File: src/hdl/srs_pkg.sv
`timescale 1ns / 1ps
// ----------------------------------------------------------------------------
// srs_pkg
// Shared types, codes and reset values of the subsystem recovery supervisor.
// ----------------------------------------------------------------------------
package srs_pkg;

	localparam int NUM_SUBSYSTEMS_DEF = 12;
	localparam int MASK_W             = 12;
	localparam int PADDR_W            = 5;

	localparam logic [1:0] EV_TICK    = 2'd0;
	localparam logic [1:0] EV_FAILURE = 2'd1;
	localparam logic [1:0] EV_HEALTHY = 2'd2;
	localparam logic [1:0] EV_DISABLE = 2'd3;

	localparam logic [2:0] H_HEALTHY    = 3'd0;
	localparam logic [2:0] H_DEGRADED   = 3'd1;
	localparam logic [2:0] H_FAILED     = 3'd2;
	localparam logic [2:0] H_RECOVERING = 3'd3;
	localparam logic [2:0] H_OFFLINE    = 3'd4;

	localparam logic [2:0] REG_MAX_ATTEMPTS   = 3'd0;
	localparam logic [2:0] REG_RETRY_COOLDOWN = 3'd1;
	localparam logic [2:0] REG_REBOOT_ENABLE  = 3'd2;
	localparam logic [2:0] REG_REBOOT_COOLDOWN = 3'd3;
	localparam logic [2:0] REG_MIN_UPTIME     = 3'd4;
	localparam logic [2:0] REG_FAILED_HOLD    = 3'd5;
	localparam logic [2:0] REG_CRITICAL_MASK  = 3'd6;

	localparam logic [3:0]        RST_MAX_ATTEMPTS    = 4'd3;
	localparam logic [31:0]       RST_RETRY_COOLDOWN  = 32'd5000;
	localparam logic              RST_REBOOT_ENABLE   = 1'b0;
	localparam logic [31:0]       RST_REBOOT_COOLDOWN = 32'd600000;
	localparam logic [31:0]       RST_MIN_UPTIME      = 32'd300000;
	localparam logic [31:0]       RST_FAILED_HOLD     = 32'd120000;
	localparam logic [MASK_W-1:0] RST_CRITICAL_MASK   = 12'd2564;

	typedef struct packed {
		logic [1:0]  kind;
		logic [3:0]  subsystem;
		logic [31:0] now_ms;
	} evt_t;

	typedef struct packed {
		logic [2:0]  health;
		logic [3:0]  attempts;
		logic        recovery_start;
		logic        failed_now;
		logic        recovered;
		logic        reboot_request;
		logic [3:0]  reboot_cause;
		logic [31:0] recovery_total;
	} rsp_t;

	typedef struct packed {
		logic [3:0]        max_attempts;
		logic [31:0]       retry_cooldown_ms;
		logic              reboot_enable;
		logic [31:0]       reboot_cooldown_ms;
		logic [31:0]       min_uptime_ms;
		logic [31:0]       failed_hold_ms;
		logic [MASK_W-1:0] critical_mask;
	} cfg_t;

	typedef enum logic {
		ALU_ADD,
		ALU_SUB
	} alu_op_t;

	typedef struct packed {
		logic        en;
		alu_op_t     op;
		logic [31:0] a;
		logic [31:0] b;
	} alu_req_t;

	typedef struct packed {
		logic [31:0] sum;
		logic        carry;
	} alu_res_t;

endpackage

File: src/hdl/srs_alu.sv
`timescale 1ns / 1ps
// ----------------------------------------------------------------------------
// srs_alu
// Shared 32-bit add/subtract unit with a registered result; on subtract the
// carry is set when a >= b.
// ----------------------------------------------------------------------------
module srs_alu (
	input  logic                clk,
	input  logic                arst_n,
	input  srs_pkg::alu_req_t   req,
	output srs_pkg::alu_res_t   res
);

	logic [31:0] b_op;
	logic [32:0] sum;

	assign b_op = (req.op == srs_pkg::ALU_SUB) ? ~req.b : req.b;
	assign sum  = {1'b0, req.a} + {1'b0, b_op} + {32'd0, (req.op == srs_pkg::ALU_SUB)};

	always_ff @(posedge clk or negedge arst_n) begin
		if (!arst_n) begin
			res <= '0;
		end else if (req.en) begin
			res.sum   <= sum[31:0];
			res.carry <= sum[32];
		end
	end

endmodule

File: src/hdl/srs_regs.sv
`timescale 1ns / 1ps
// ----------------------------------------------------------------------------
// srs_regs
// APB-style configuration registers of the recovery supervisor.
// ----------------------------------------------------------------------------
module srs_regs (
	input  logic                         clk,
	input  logic                         arst_n,
	input  logic                         psel,
	input  logic                         penable,
	input  logic                         pwrite,
	input  logic [srs_pkg::PADDR_W-1:0]  paddr,
	input  logic [31:0]                  pwdata,
	output logic [31:0]                  prdata,
	output logic                         pready,
	output srs_pkg::cfg_t                cfg
);

	logic [2:0] idx;
	logic       wr;

	assign idx    = paddr[4:2];
	assign pready = 1'b1;
	assign wr     = psel & penable & pwrite;

	always_ff @(posedge clk or negedge arst_n) begin
		if (!arst_n) begin
			cfg.max_attempts       <= srs_pkg::RST_MAX_ATTEMPTS;
			cfg.retry_cooldown_ms  <= srs_pkg::RST_RETRY_COOLDOWN;
			cfg.reboot_enable      <= srs_pkg::RST_REBOOT_ENABLE;
			cfg.reboot_cooldown_ms <= srs_pkg::RST_REBOOT_COOLDOWN;
			cfg.min_uptime_ms      <= srs_pkg::RST_MIN_UPTIME;
			cfg.failed_hold_ms     <= srs_pkg::RST_FAILED_HOLD;
			cfg.critical_mask      <= srs_pkg::RST_CRITICAL_MASK;
		end else if (wr) begin
			case (idx)
				srs_pkg::REG_MAX_ATTEMPTS:    cfg.max_attempts       <= pwdata[3:0];
				srs_pkg::REG_RETRY_COOLDOWN:  cfg.retry_cooldown_ms  <= pwdata;
				srs_pkg::REG_REBOOT_ENABLE:   cfg.reboot_enable      <= pwdata[0];
				srs_pkg::REG_REBOOT_COOLDOWN: cfg.reboot_cooldown_ms <= pwdata;
				srs_pkg::REG_MIN_UPTIME:      cfg.min_uptime_ms      <= pwdata;
				srs_pkg::REG_FAILED_HOLD:     cfg.failed_hold_ms     <= pwdata;
				srs_pkg::REG_CRITICAL_MASK:
					cfg.critical_mask <= pwdata[srs_pkg::MASK_W-1:0];
				default: ;
			endcase
		end
	end

	always_comb begin
		case (idx)
			srs_pkg::REG_MAX_ATTEMPTS:    prdata = {28'd0, cfg.max_attempts};
			srs_pkg::REG_RETRY_COOLDOWN:  prdata = cfg.retry_cooldown_ms;
			srs_pkg::REG_REBOOT_ENABLE:   prdata = {31'd0, cfg.reboot_enable};
			srs_pkg::REG_REBOOT_COOLDOWN: prdata = cfg.reboot_cooldown_ms;
			srs_pkg::REG_MIN_UPTIME:      prdata = cfg.min_uptime_ms;
			srs_pkg::REG_FAILED_HOLD:     prdata = cfg.failed_hold_ms;
			srs_pkg::REG_CRITICAL_MASK:
				prdata = {{(32 - srs_pkg::MASK_W){1'b0}}, cfg.critical_mask};
			default:                      prdata = 32'd0;
		endcase
	end

endmodule

File: src/hdl/subsystem_recovery_supervisor.sv
`timescale 1ns / 1ps
// ----------------------------------------------------------------------------
// subsystem_recovery_supervisor
// Health table for a set of subsystems: failure, healthy, disable and tick
// events, retry cooldowns and last-resort reboot requests.
// ----------------------------------------------------------------------------
//  channel  direction  handshake            payload
//  evt      in         evt_valid/evt_ready  srs_pkg::evt_t
//  rsp      out        rsp_valid/rsp_ready  srs_pkg::rsp_t
//  apb      in         psel/penable/pready  paddr, pwdata, prdata
//
//  One event at a time, all time arithmetic and the recovery count through one shared add/subtract unit.
//  Out-of-range events and a tick with reboot disabled go straight to S_FIN,
//  reports and disable through their own states. A scanning tick walks N
//  entries one a cycle; a failed critical one adds S_SCAN_D and S_SCAN_C.
//  Reset clears the tables and restores register defaults; boot time is 0.
//  The next event is taken while a result waits; a stalled result holds.
// ----------------------------------------------------------------------------
module subsystem_recovery_supervisor #(
	parameter int NUM_SUBSYSTEMS = srs_pkg::NUM_SUBSYSTEMS_DEF
) (
	input  logic                         clk,
	input  logic                         arst_n,
	input  logic                         evt_valid,
	output logic                         evt_ready,
	input  srs_pkg::evt_t                evt,
	output logic                         rsp_valid,
	input  logic                         rsp_ready,
	output srs_pkg::rsp_t                rsp,
	input  logic                         psel,
	input  logic                         penable,
	input  logic                         pwrite,
	input  logic [srs_pkg::PADDR_W-1:0]  paddr,
	input  logic [31:0]                  pwdata,
	output logic [31:0]                  prdata,
	output logic                         pready
);

	localparam int IDX_W = (NUM_SUBSYSTEMS > 1) ? $clog2(NUM_SUBSYSTEMS) : 1;
	localparam int CNT_W = $clog2(NUM_SUBSYSTEMS + 1);

	typedef enum logic [3:0] {
		S_IDLE,
		S_T_CD,
		S_T_UP,
		S_T_UPCHK,
		S_SCAN,
		S_SCAN_D,
		S_SCAN_C,
		S_F_CHK,
		S_F_DEC,
		S_F_ADD,
		S_H,
		S_H_INC,
		S_DIS,
		S_FIN
	} state_t;

	state_t              state_q;
	srs_pkg::cfg_t       cfg;
	srs_pkg::alu_req_t   alu_req;
	srs_pkg::alu_res_t   alu_res;

	logic [2:0]  health_q [NUM_SUBSYSTEMS];
	logic [3:0]  attempts_q [NUM_SUBSYSTEMS];
	logic [31:0] cool_q [NUM_SUBSYSTEMS];
	logic [31:0] fsince_q [NUM_SUBSYSTEMS];
	logic [31:0] recovery_count_q;
	logic [31:0] last_reboot_q;

	logic [3:0]        sub_q;
	logic [31:0]       now_q;
	logic              sub_ok_q;
	logic [CNT_W-1:0]  cnt_q;
	logic              rstart_q;
	logic              fnow_q;
	logic              recov_q;
	logic              rreq_q;
	logic [3:0]        rcause_q;
	logic              rsp_valid_q;
	srs_pkg::rsp_t     rsp_q;

	logic [IDX_W+3:0]      sub_ext;
	logic [CNT_W+3:0]      cnt_ext;
	logic [IDX_W-1:0]      sub_ix;
	logic [IDX_W-1:0]      rd_ix;
	logic [NUM_SUBSYSTEMS-1:0] crit_vec;
	logic [2:0]            rd_health;
	logic [3:0]            rd_attempts;
	logic [31:0]           rd_cool;
	logic [31:0]           rd_fsince;
	logic                  scan_hit;
	logic                  evt_ok;
	logic                  cnt_end;
	logic                  rsp_load;

	srs_regs u_regs (
		.clk     (clk),
		.arst_n  (arst_n),
		.psel    (psel),
		.penable (penable),
		.pwrite  (pwrite),
		.paddr   (paddr),
		.pwdata  (pwdata),
		.prdata  (prdata),
		.pready  (pready),
		.cfg     (cfg)
	);

	srs_alu u_alu (
		.clk    (clk),
		.arst_n (arst_n),
		.req    (alu_req),
		.res    (alu_res)
	);

	generate
		for (genvar g = 0; g < NUM_SUBSYSTEMS; g++) begin : g_crit
			if (g < srs_pkg::MASK_W) begin : g_on
				assign crit_vec[g] = cfg.critical_mask[g];
			end else begin : g_off
				assign crit_vec[g] = 1'b0;
			end
		end
	endgenerate

	assign sub_ext   = {{IDX_W{1'b0}}, sub_q};
	assign sub_ix    = sub_ext[IDX_W-1:0];
	assign cnt_ext   = {4'd0, cnt_q};
	assign cnt_end   = (cnt_q == CNT_W'(NUM_SUBSYSTEMS));
	assign rd_ix     = (state_q == S_SCAN) ? cnt_q[IDX_W-1:0] : sub_ix;
	assign rd_health   = health_q[rd_ix];
	assign rd_attempts = attempts_q[rd_ix];
	assign rd_cool     = cool_q[rd_ix];
	assign rd_fsince   = fsince_q[rd_ix];
	assign scan_hit  = crit_vec[rd_ix] && (rd_health == srs_pkg::H_FAILED) &&
	                   (rd_fsince != 32'd0);
	assign evt_ok    = (32'(evt.subsystem) < 32'(NUM_SUBSYSTEMS));
	assign rsp_load  = (state_q == S_FIN) && (!rsp_valid_q || rsp_ready);

	assign evt_ready = (state_q == S_IDLE);
	assign rsp_valid = rsp_valid_q;
	assign rsp       = rsp_q;

	always_comb begin
		alu_req = '0;
		alu_req.op = srs_pkg::ALU_SUB;
		case (state_q)
			S_T_CD: begin
				alu_req.en = 1'b1;
				alu_req.a  = alu_res.sum;
				alu_req.b  = cfg.reboot_cooldown_ms;
			end
			S_T_UP: begin
				alu_req.en = 1'b1;
				alu_req.a  = now_q;
				alu_req.b  = cfg.min_uptime_ms;
			end
			S_SCAN: begin
				alu_req.en = scan_hit && !cnt_end;
				alu_req.a  = now_q;
				alu_req.b  = rd_fsince;
			end
			S_SCAN_D: begin
				alu_req.en = 1'b1;
				alu_req.a  = alu_res.sum;
				alu_req.b  = cfg.failed_hold_ms;
			end
			S_F_CHK: begin
				alu_req.en = 1'b1;
				alu_req.a  = now_q;
				alu_req.b  = rd_cool;
			end
			S_F_DEC: begin
				alu_req.en = 1'b1;
				alu_req.op = srs_pkg::ALU_ADD;
				alu_req.a  = now_q;
				alu_req.b  = cfg.retry_cooldown_ms;
			end
			S_H: begin
				alu_req.en = 1'b1;
				alu_req.op = srs_pkg::ALU_ADD;
				alu_req.a  = recovery_count_q;
				alu_req.b  = 32'd1;
			end
			default: begin
				alu_req.en = 1'b0;
			end
		endcase
		if (state_q == S_IDLE) begin
			alu_req.en = evt_valid && (evt.kind == srs_pkg::EV_TICK);
			alu_req.a  = evt.now_ms;
			alu_req.b  = last_reboot_q;
		end
	end

	always_ff @(posedge clk or negedge arst_n) begin
		if (!arst_n) begin
			state_q          <= S_IDLE;
			recovery_count_q <= '0;
			last_reboot_q    <= '0;
			sub_q            <= '0;
			now_q            <= '0;
			sub_ok_q         <= 1'b0;
			cnt_q            <= '0;
			rstart_q         <= 1'b0;
			fnow_q           <= 1'b0;
			recov_q          <= 1'b0;
			rreq_q           <= 1'b0;
			rcause_q         <= '0;
			rsp_valid_q      <= 1'b0;
			rsp_q            <= '0;
			for (int i = 0; i < NUM_SUBSYSTEMS; i++) begin
				health_q[i]   <= srs_pkg::H_HEALTHY;
				attempts_q[i] <= '0;
				cool_q[i]     <= '0;
				fsince_q[i]   <= '0;
			end
		end else begin
			if (rsp_load) begin
				rsp_valid_q <= 1'b1;
			end else if (rsp_valid_q && rsp_ready) begin
				rsp_valid_q <= 1'b0;
			end
			case (state_q)
				S_IDLE: begin
					if (evt_valid) begin
						sub_q    <= evt.subsystem;
						now_q    <= evt.now_ms;
						sub_ok_q <= evt_ok;
						cnt_q    <= '0;
						rstart_q <= 1'b0;
						fnow_q   <= 1'b0;
						recov_q  <= 1'b0;
						rreq_q   <= 1'b0;
						rcause_q <= '0;
						if (evt.kind == srs_pkg::EV_TICK) begin
							state_q <= cfg.reboot_enable ? S_T_CD : S_FIN;
						end else if (!evt_ok) begin
							state_q <= S_FIN;
						end else begin
							case (evt.kind)
								srs_pkg::EV_FAILURE: state_q <= S_F_CHK;
								srs_pkg::EV_HEALTHY: state_q <= S_H;
								default:             state_q <= S_DIS;
							endcase
						end
					end
				end
				S_T_CD: begin
					state_q <= S_T_UP;
				end
				S_T_UP: begin
					state_q <= alu_res.carry ? S_T_UPCHK : S_FIN;
				end
				S_T_UPCHK: begin
					state_q <= alu_res.carry ? S_SCAN : S_FIN;
				end
				S_SCAN: begin
					if (cnt_end) begin
						state_q <= S_FIN;
					end else if (scan_hit) begin
						state_q <= S_SCAN_D;
					end else begin
						cnt_q <= cnt_q + CNT_W'(1);
					end
				end
				S_SCAN_D: begin
					state_q <= S_SCAN_C;
				end
				S_SCAN_C: begin
					if (alu_res.carry) begin
						rreq_q        <= 1'b1;
						rcause_q      <= cnt_ext[3:0];
						last_reboot_q <= now_q;
						state_q       <= S_FIN;
					end else begin
						cnt_q   <= cnt_q + CNT_W'(1);
						state_q <= S_SCAN;
					end
				end
				S_F_CHK: begin
					state_q <= (rd_health == srs_pkg::H_OFFLINE) ? S_FIN : S_F_DEC;
				end
				S_F_DEC: begin
					if ((rd_health != srs_pkg::H_HEALTHY) &&
					    (rd_health != srs_pkg::H_DEGRADED) && !alu_res.carry) begin
						state_q <= S_FIN;
					end else if (rd_attempts >= cfg.max_attempts) begin
						if (rd_health != srs_pkg::H_FAILED) begin
							health_q[sub_ix] <= srs_pkg::H_FAILED;
							fsince_q[sub_ix] <= now_q;
							fnow_q           <= 1'b1;
						end
						state_q <= S_FIN;
					end else begin
						health_q[sub_ix]   <= srs_pkg::H_RECOVERING;
						attempts_q[sub_ix] <= rd_attempts + 4'd1;
						rstart_q           <= 1'b1;
						state_q            <= S_F_ADD;
					end
				end
				S_F_ADD: begin
					cool_q[sub_ix] <= alu_res.sum;
					state_q        <= S_FIN;
				end
				S_H: begin
					if (rd_health == srs_pkg::H_OFFLINE) begin
						state_q <= S_FIN;
					end else begin
						health_q[sub_ix]   <= srs_pkg::H_HEALTHY;
						attempts_q[sub_ix] <= '0;
						fsince_q[sub_ix]   <= '0;
						cool_q[sub_ix]     <= '0;
						if (rd_health != srs_pkg::H_HEALTHY) begin
							recov_q <= 1'b1;
							state_q <= S_H_INC;
						end else begin
							state_q <= S_FIN;
						end
					end
				end
				S_H_INC: begin
					recovery_count_q <= alu_res.sum;
					state_q          <= S_FIN;
				end
				S_DIS: begin
					health_q[sub_ix] <= srs_pkg::H_OFFLINE;
					state_q          <= S_FIN;
				end
				S_FIN: begin
					if (rsp_load) begin
						rsp_q.health          <= sub_ok_q ? rd_health : srs_pkg::H_OFFLINE;
						rsp_q.attempts        <= sub_ok_q ? rd_attempts : 4'd0;
						rsp_q.recovery_start  <= rstart_q;
						rsp_q.failed_now      <= fnow_q;
						rsp_q.recovered       <= recov_q;
						rsp_q.reboot_request  <= rreq_q;
						rsp_q.reboot_cause    <= rcause_q;
						rsp_q.recovery_total  <= recovery_count_q;
						state_q               <= S_IDLE;
					end
				end
				default: begin
					state_q <= S_IDLE;
				end
			endcase
		end
	end

endmodule

File: config.mk
export PLATFORM = sky130hd
export DESIGN_NAME = subsystem_recovery_supervisor
export DESIGN_NICKNAME = d
export VERILOG_FILES = /design/src/hdl/srs_pkg.sv /design/src/hdl/srs_alu.sv /design/src/hdl/srs_regs.sv /design/src/hdl/subsystem_recovery_supervisor.sv
export SDC_FILE = /design/constraint.sdc
export NUM_CORES = 2
export LEC_CHECK = 0
export ABC_AREA = 0
export BUFFER_PORTS_ARGS = -buffer_cell sky130_fd_sc_hd__buf_2
export CAP_MARGIN = 20
export CORE_MARGIN = 2
export CORE_UTILIZATION = 55
export DETAILED_ROUTE_END_ITERATION = 6
export PLACE_DENSITY_LB_ADDON = 0.05
export SLEW_MARGIN = 30
export SYNTH_ARGS = -nofsm -noshare
export SYNTH_HDL_FRONTEND = slang
export SYNTH_HIERARCHICAL = 1
export SYNTH_SLANG_ARGS = --single-unit
File: constraint.sdc
create_clock -name clk -period 7.4 [get_ports clk]
set_clock_uncertainty 0.1 [all_clocks]
set_input_delay 0.74 -clock clk [delete_from_list [all_inputs] [get_ports clk]]
set_output_delay 0.74 -clock clk [all_outputs]
set_load 0.01 [all_outputs]
==> summary.txt <==
Setup TNS: 0 ps
Register share of total power: 0.323
Worst setup EP type: flip-flop
Core Rows: 118
Post-CTS Setup Inserts: 0
Max Buffers Root-to-Sink: 3
WS Path Type: flip-flop to flip-flop
Run status: complete, but fails checks
Period Utilization, post-route: 0.860
Combinational Power Share: 0.472
Post-Route WL: 187,000 um
R2R Path End: u_alu/res[27]$_DFFE_PN0P_
Residual DRC: 8
Internal power: 0.0186 W
Clk slew on worst S/H paths: 60 ps
CTS tree: yes
Top cell type's share of synthesized area: 0.503
DR WL/cell: 26.6 um
Initial antenna violation count: 7
Final Max Slew Viols: 0
VDD IR max: 0.000300 V
Clock power share: 0.205
Power Density: 502 nW/um^2
Worst hold slack: 105 ps
Area grow syn2layout: 12.3%
Slew Limit Headroom: 0.245
Tot GR Track Use: 0.351
Worst-Margin Slew: 1130 ps
Register bit total from synthesis: 1,195
Crit path from: state_q[1]$_DFFE_PN0P_
Syn Nets: 5,649
Layout cells sized above 1: 0.197
Hold Crit Class: input port to flip-flop
Final setup fails: 0
Nets: 5,691
First-pass GRT wire length: 282,000 um
R2r setup slk: 1040 ps
DP Wirelength: 125,000 um
ANT nets after route: 0
DRT Pass-1 Iters: 7
Post-CTS Resized: 0
Yosys cell types: 91
Port Buf Inserts: 160
Post-synth EDFFs: 0
Final Hold Vio Count: 0
Critical Path Sink: u_alu/res[27]$_DFFE_PN0P_
Fraction of the yosys area taken by sequential cells: 0.518
Gpl congestion: 0.980
H-tree depth: 4
Worst-path maximum fanout: 37
Total number of vias: 44,100
Io pins: 164
Worst R2R Start: state_q[1]$_DFFE_PN0P_
Syn Inst Count: 5,522
Req. time, crit path: 7930 ps
Worst Path Arrival: 6900 ps
Largest net degree at the start of global routing: 175
Initial Utilization: 0.556
Commonest non-fill, non-tap cell in the layout: nand2_1
Failing checks: design-rule violations
Post-Syn Area: 57,800 um^2
Final non-filler cell total: 7,047
N_diodes: 0
Reg2reg path depth: 19
Vias per cell: 6.26
GRT Residual Overflow: 0
Final Critical Period: 6360 ps
Fillers: 8,635
Most frequent cells in the layout: 1,404 x nand2_1, 1,162 x dfrtp_1, 460 x o21ai_0, 365 x mux2_2, 306 x mux2_1
Min-delay src: evt[17]
Sw Ratio: 0.428
Initial detailed-routing violation count: 4,453
Root Driver: clkbuf_16
Syn. warnings: 6
Syn Area/Cell: 10.5 um^2
Area leader, netlist: dfrtp_1
Placed Area: 60,400 um^2
Clk sinks: 1,195
Die area: 108,000 um^2
Async set or reset register ratio after synthesis: 1.00
Post-synth top flop: dfrtp_1
Placed Cells: 6,806
Worst setup SP type: flip-flop
Finished Cell Area: 64,800 um^2
Max-Cap Viols: 0
Core area: 104,000 um^2
Vias in the first global route: 42,900
Leakage: 30.4 nW
Die X: 328 um
Die Y: 328 um
Largest cells by area after synthesis: dfrtp_1 50%, nand2_1 9.3%, mux2_2 7.2%
Hold Path Depth: 3
Core Util, Final: 0.625
Fmax: 157 MHz
Skew-Pair Late Insertion Delay: 760 ps
Switching pwr: 0.0139 W
Num CTS Buffers: 134
RSZ-0062 raised after global routing: false
==> registers in the layout, indices dropped and copies added (netlist names), 24 cells and up, named ones only <==
name	flops
now_q	32
u_alu/res	33
health_q	24
rsp	47
recovery_count_q	32
fsince_q	384
last_reboot_q	32
attempts_q	48
cool_q	384
u_regs/cfg	145
==> critical path, stage by stage, from the launching register on <==
cell,delay [ps]
dfrtp_1,400
nor4b_4,420
buf_4,360
mux2i_4,640
buf_4,600
nand2_1,110
a32oi_1,210
nand4_1,150
a21oi_1,650
a21oi_1,80
nand3_1,160
xor2_1,220
ha_1,290
a21oi_1,270
or4b_1,500
o211ai_1,230
nand3_1,210
a31oi_1,270
xnor2_1,80
mux2_2,260
==> kinds of logic after synthesis <==
logic type / after synthesis / synth area share
AND/OR/NAND/NOR: 1913 / 0.140
flip-flops: 1195 / 0.518
AO/OA/AOI/OAI: 1006 / 0.112
multiplexers: 821 / 0.174
buffers and inverters: 484 / 0.0371
XOR/XNOR: 57 / 0.00864
adder cells (fa/ha/maj): 45 / 0.00988
other: 1 / 0.0000649
==> metal layers <==
metal | vias up | GRT usage | share of wire
met3 | 396 | 0.0490 | 0.068
met5 | - | 0 | 0.000059
li1 | 19600 | - | -
met4 | 2 | 0.172 | 0.051
met2 | 1658 | 0.535 | 0.45
met1 | 22500 | 0.495 | 0.43
==> synth_stat cells (all sizes together) (8+ instances only) <==
cell / number
a21boi: 16
a21o: 16
a21oi: 70
a221o: 15
a222oi: 63
a22o: 18
a22oi: 87
a311oi: 39
a31oi: 63
a32oi: 13
and2: 42
and3: 49
buf: 141
clkbuf: 313
dfrtp: 1162
dfstp: 33
ha: 44
inv: 29
mux2: 674
mux2i: 68
mux4: 79
nand2: 1431
nand2b: 13
nand3: 176
nand4: 30
nor2: 80
nor2b: 16
nor3: 26
nor4: 16
o2111ai: 21
o211ai: 12
o21a: 8
o21ai: 477
o22ai: 30
o31ai: 10
xnor2: 18
xor2: 39
==> final cells by class <==
class | instances | area (um^2) | area share
Timing Repair Buffer | 360 | 2730 | 0.0422
Tap cell | 1380 | 1730 | 0.0266
Clock buffer | 210 | 4080 | 0.0629
Sequential cell | 1195 | 29900 | 0.462
Clock inverter | 29 | 308 | 0.00475
Inverter | 30 | 113 | 0.00174
Multi-Input combinational cell | 3843 | 25900 | 0.400
==> through the flow <==
step	power [W]	setup WS [ps]
final	0.0325	1040
after global routing	0.0344	825
after CTS	0.0324	1220
after detailed placement	0.0256	1240
after global placement	0.0254	1270
after floorplan	0.0200	1190
==> repair_timing <==
action,4_1_cts,5_1_grt
hold buffers,1,0
endpoints found under the hold margin,98,0
setup endpoints to repair,0,0
==> how the worst min path moves through the flow <==
| stage | endpoint | slack, ps |
|---|---|---|
| final | now_q[17]$_DFFE_PN0P_ | 100 |
| after global routing | now_q[17]$_DFFE_PN0P_ | 120 |
| after CTS | now_q[17]$_DFFE_PN0P_ | 70 |
| after detailed placement | rsp[19]$_DFFE_PN0P_ | 360 |
| after global placement | rsp[38]$_DFFE_PN0P_ | 350 |
| after floorplan | asynchronous set/reset pin | 340 |
==> power groups by stage <==
| stage | logic (W) | clock network, W | registers (W) |
|---|---|---|---|
| CTS | 0.0152 | 0.00674 | 0.0105 |
| global placement | 0.0150 | 0 | 0.0105 |
| finish | 0.0154 | 0.00666 | 0.0105 |
| global route | 0.0166 | 0.00700 | 0.0108 |
| floorplan | 0.0100 | 0 | 0.00995 |
| detailed placement | 0.0151 | 0 | 0.0106 |
Note: power is estimated with default switching activity, not from simulation.
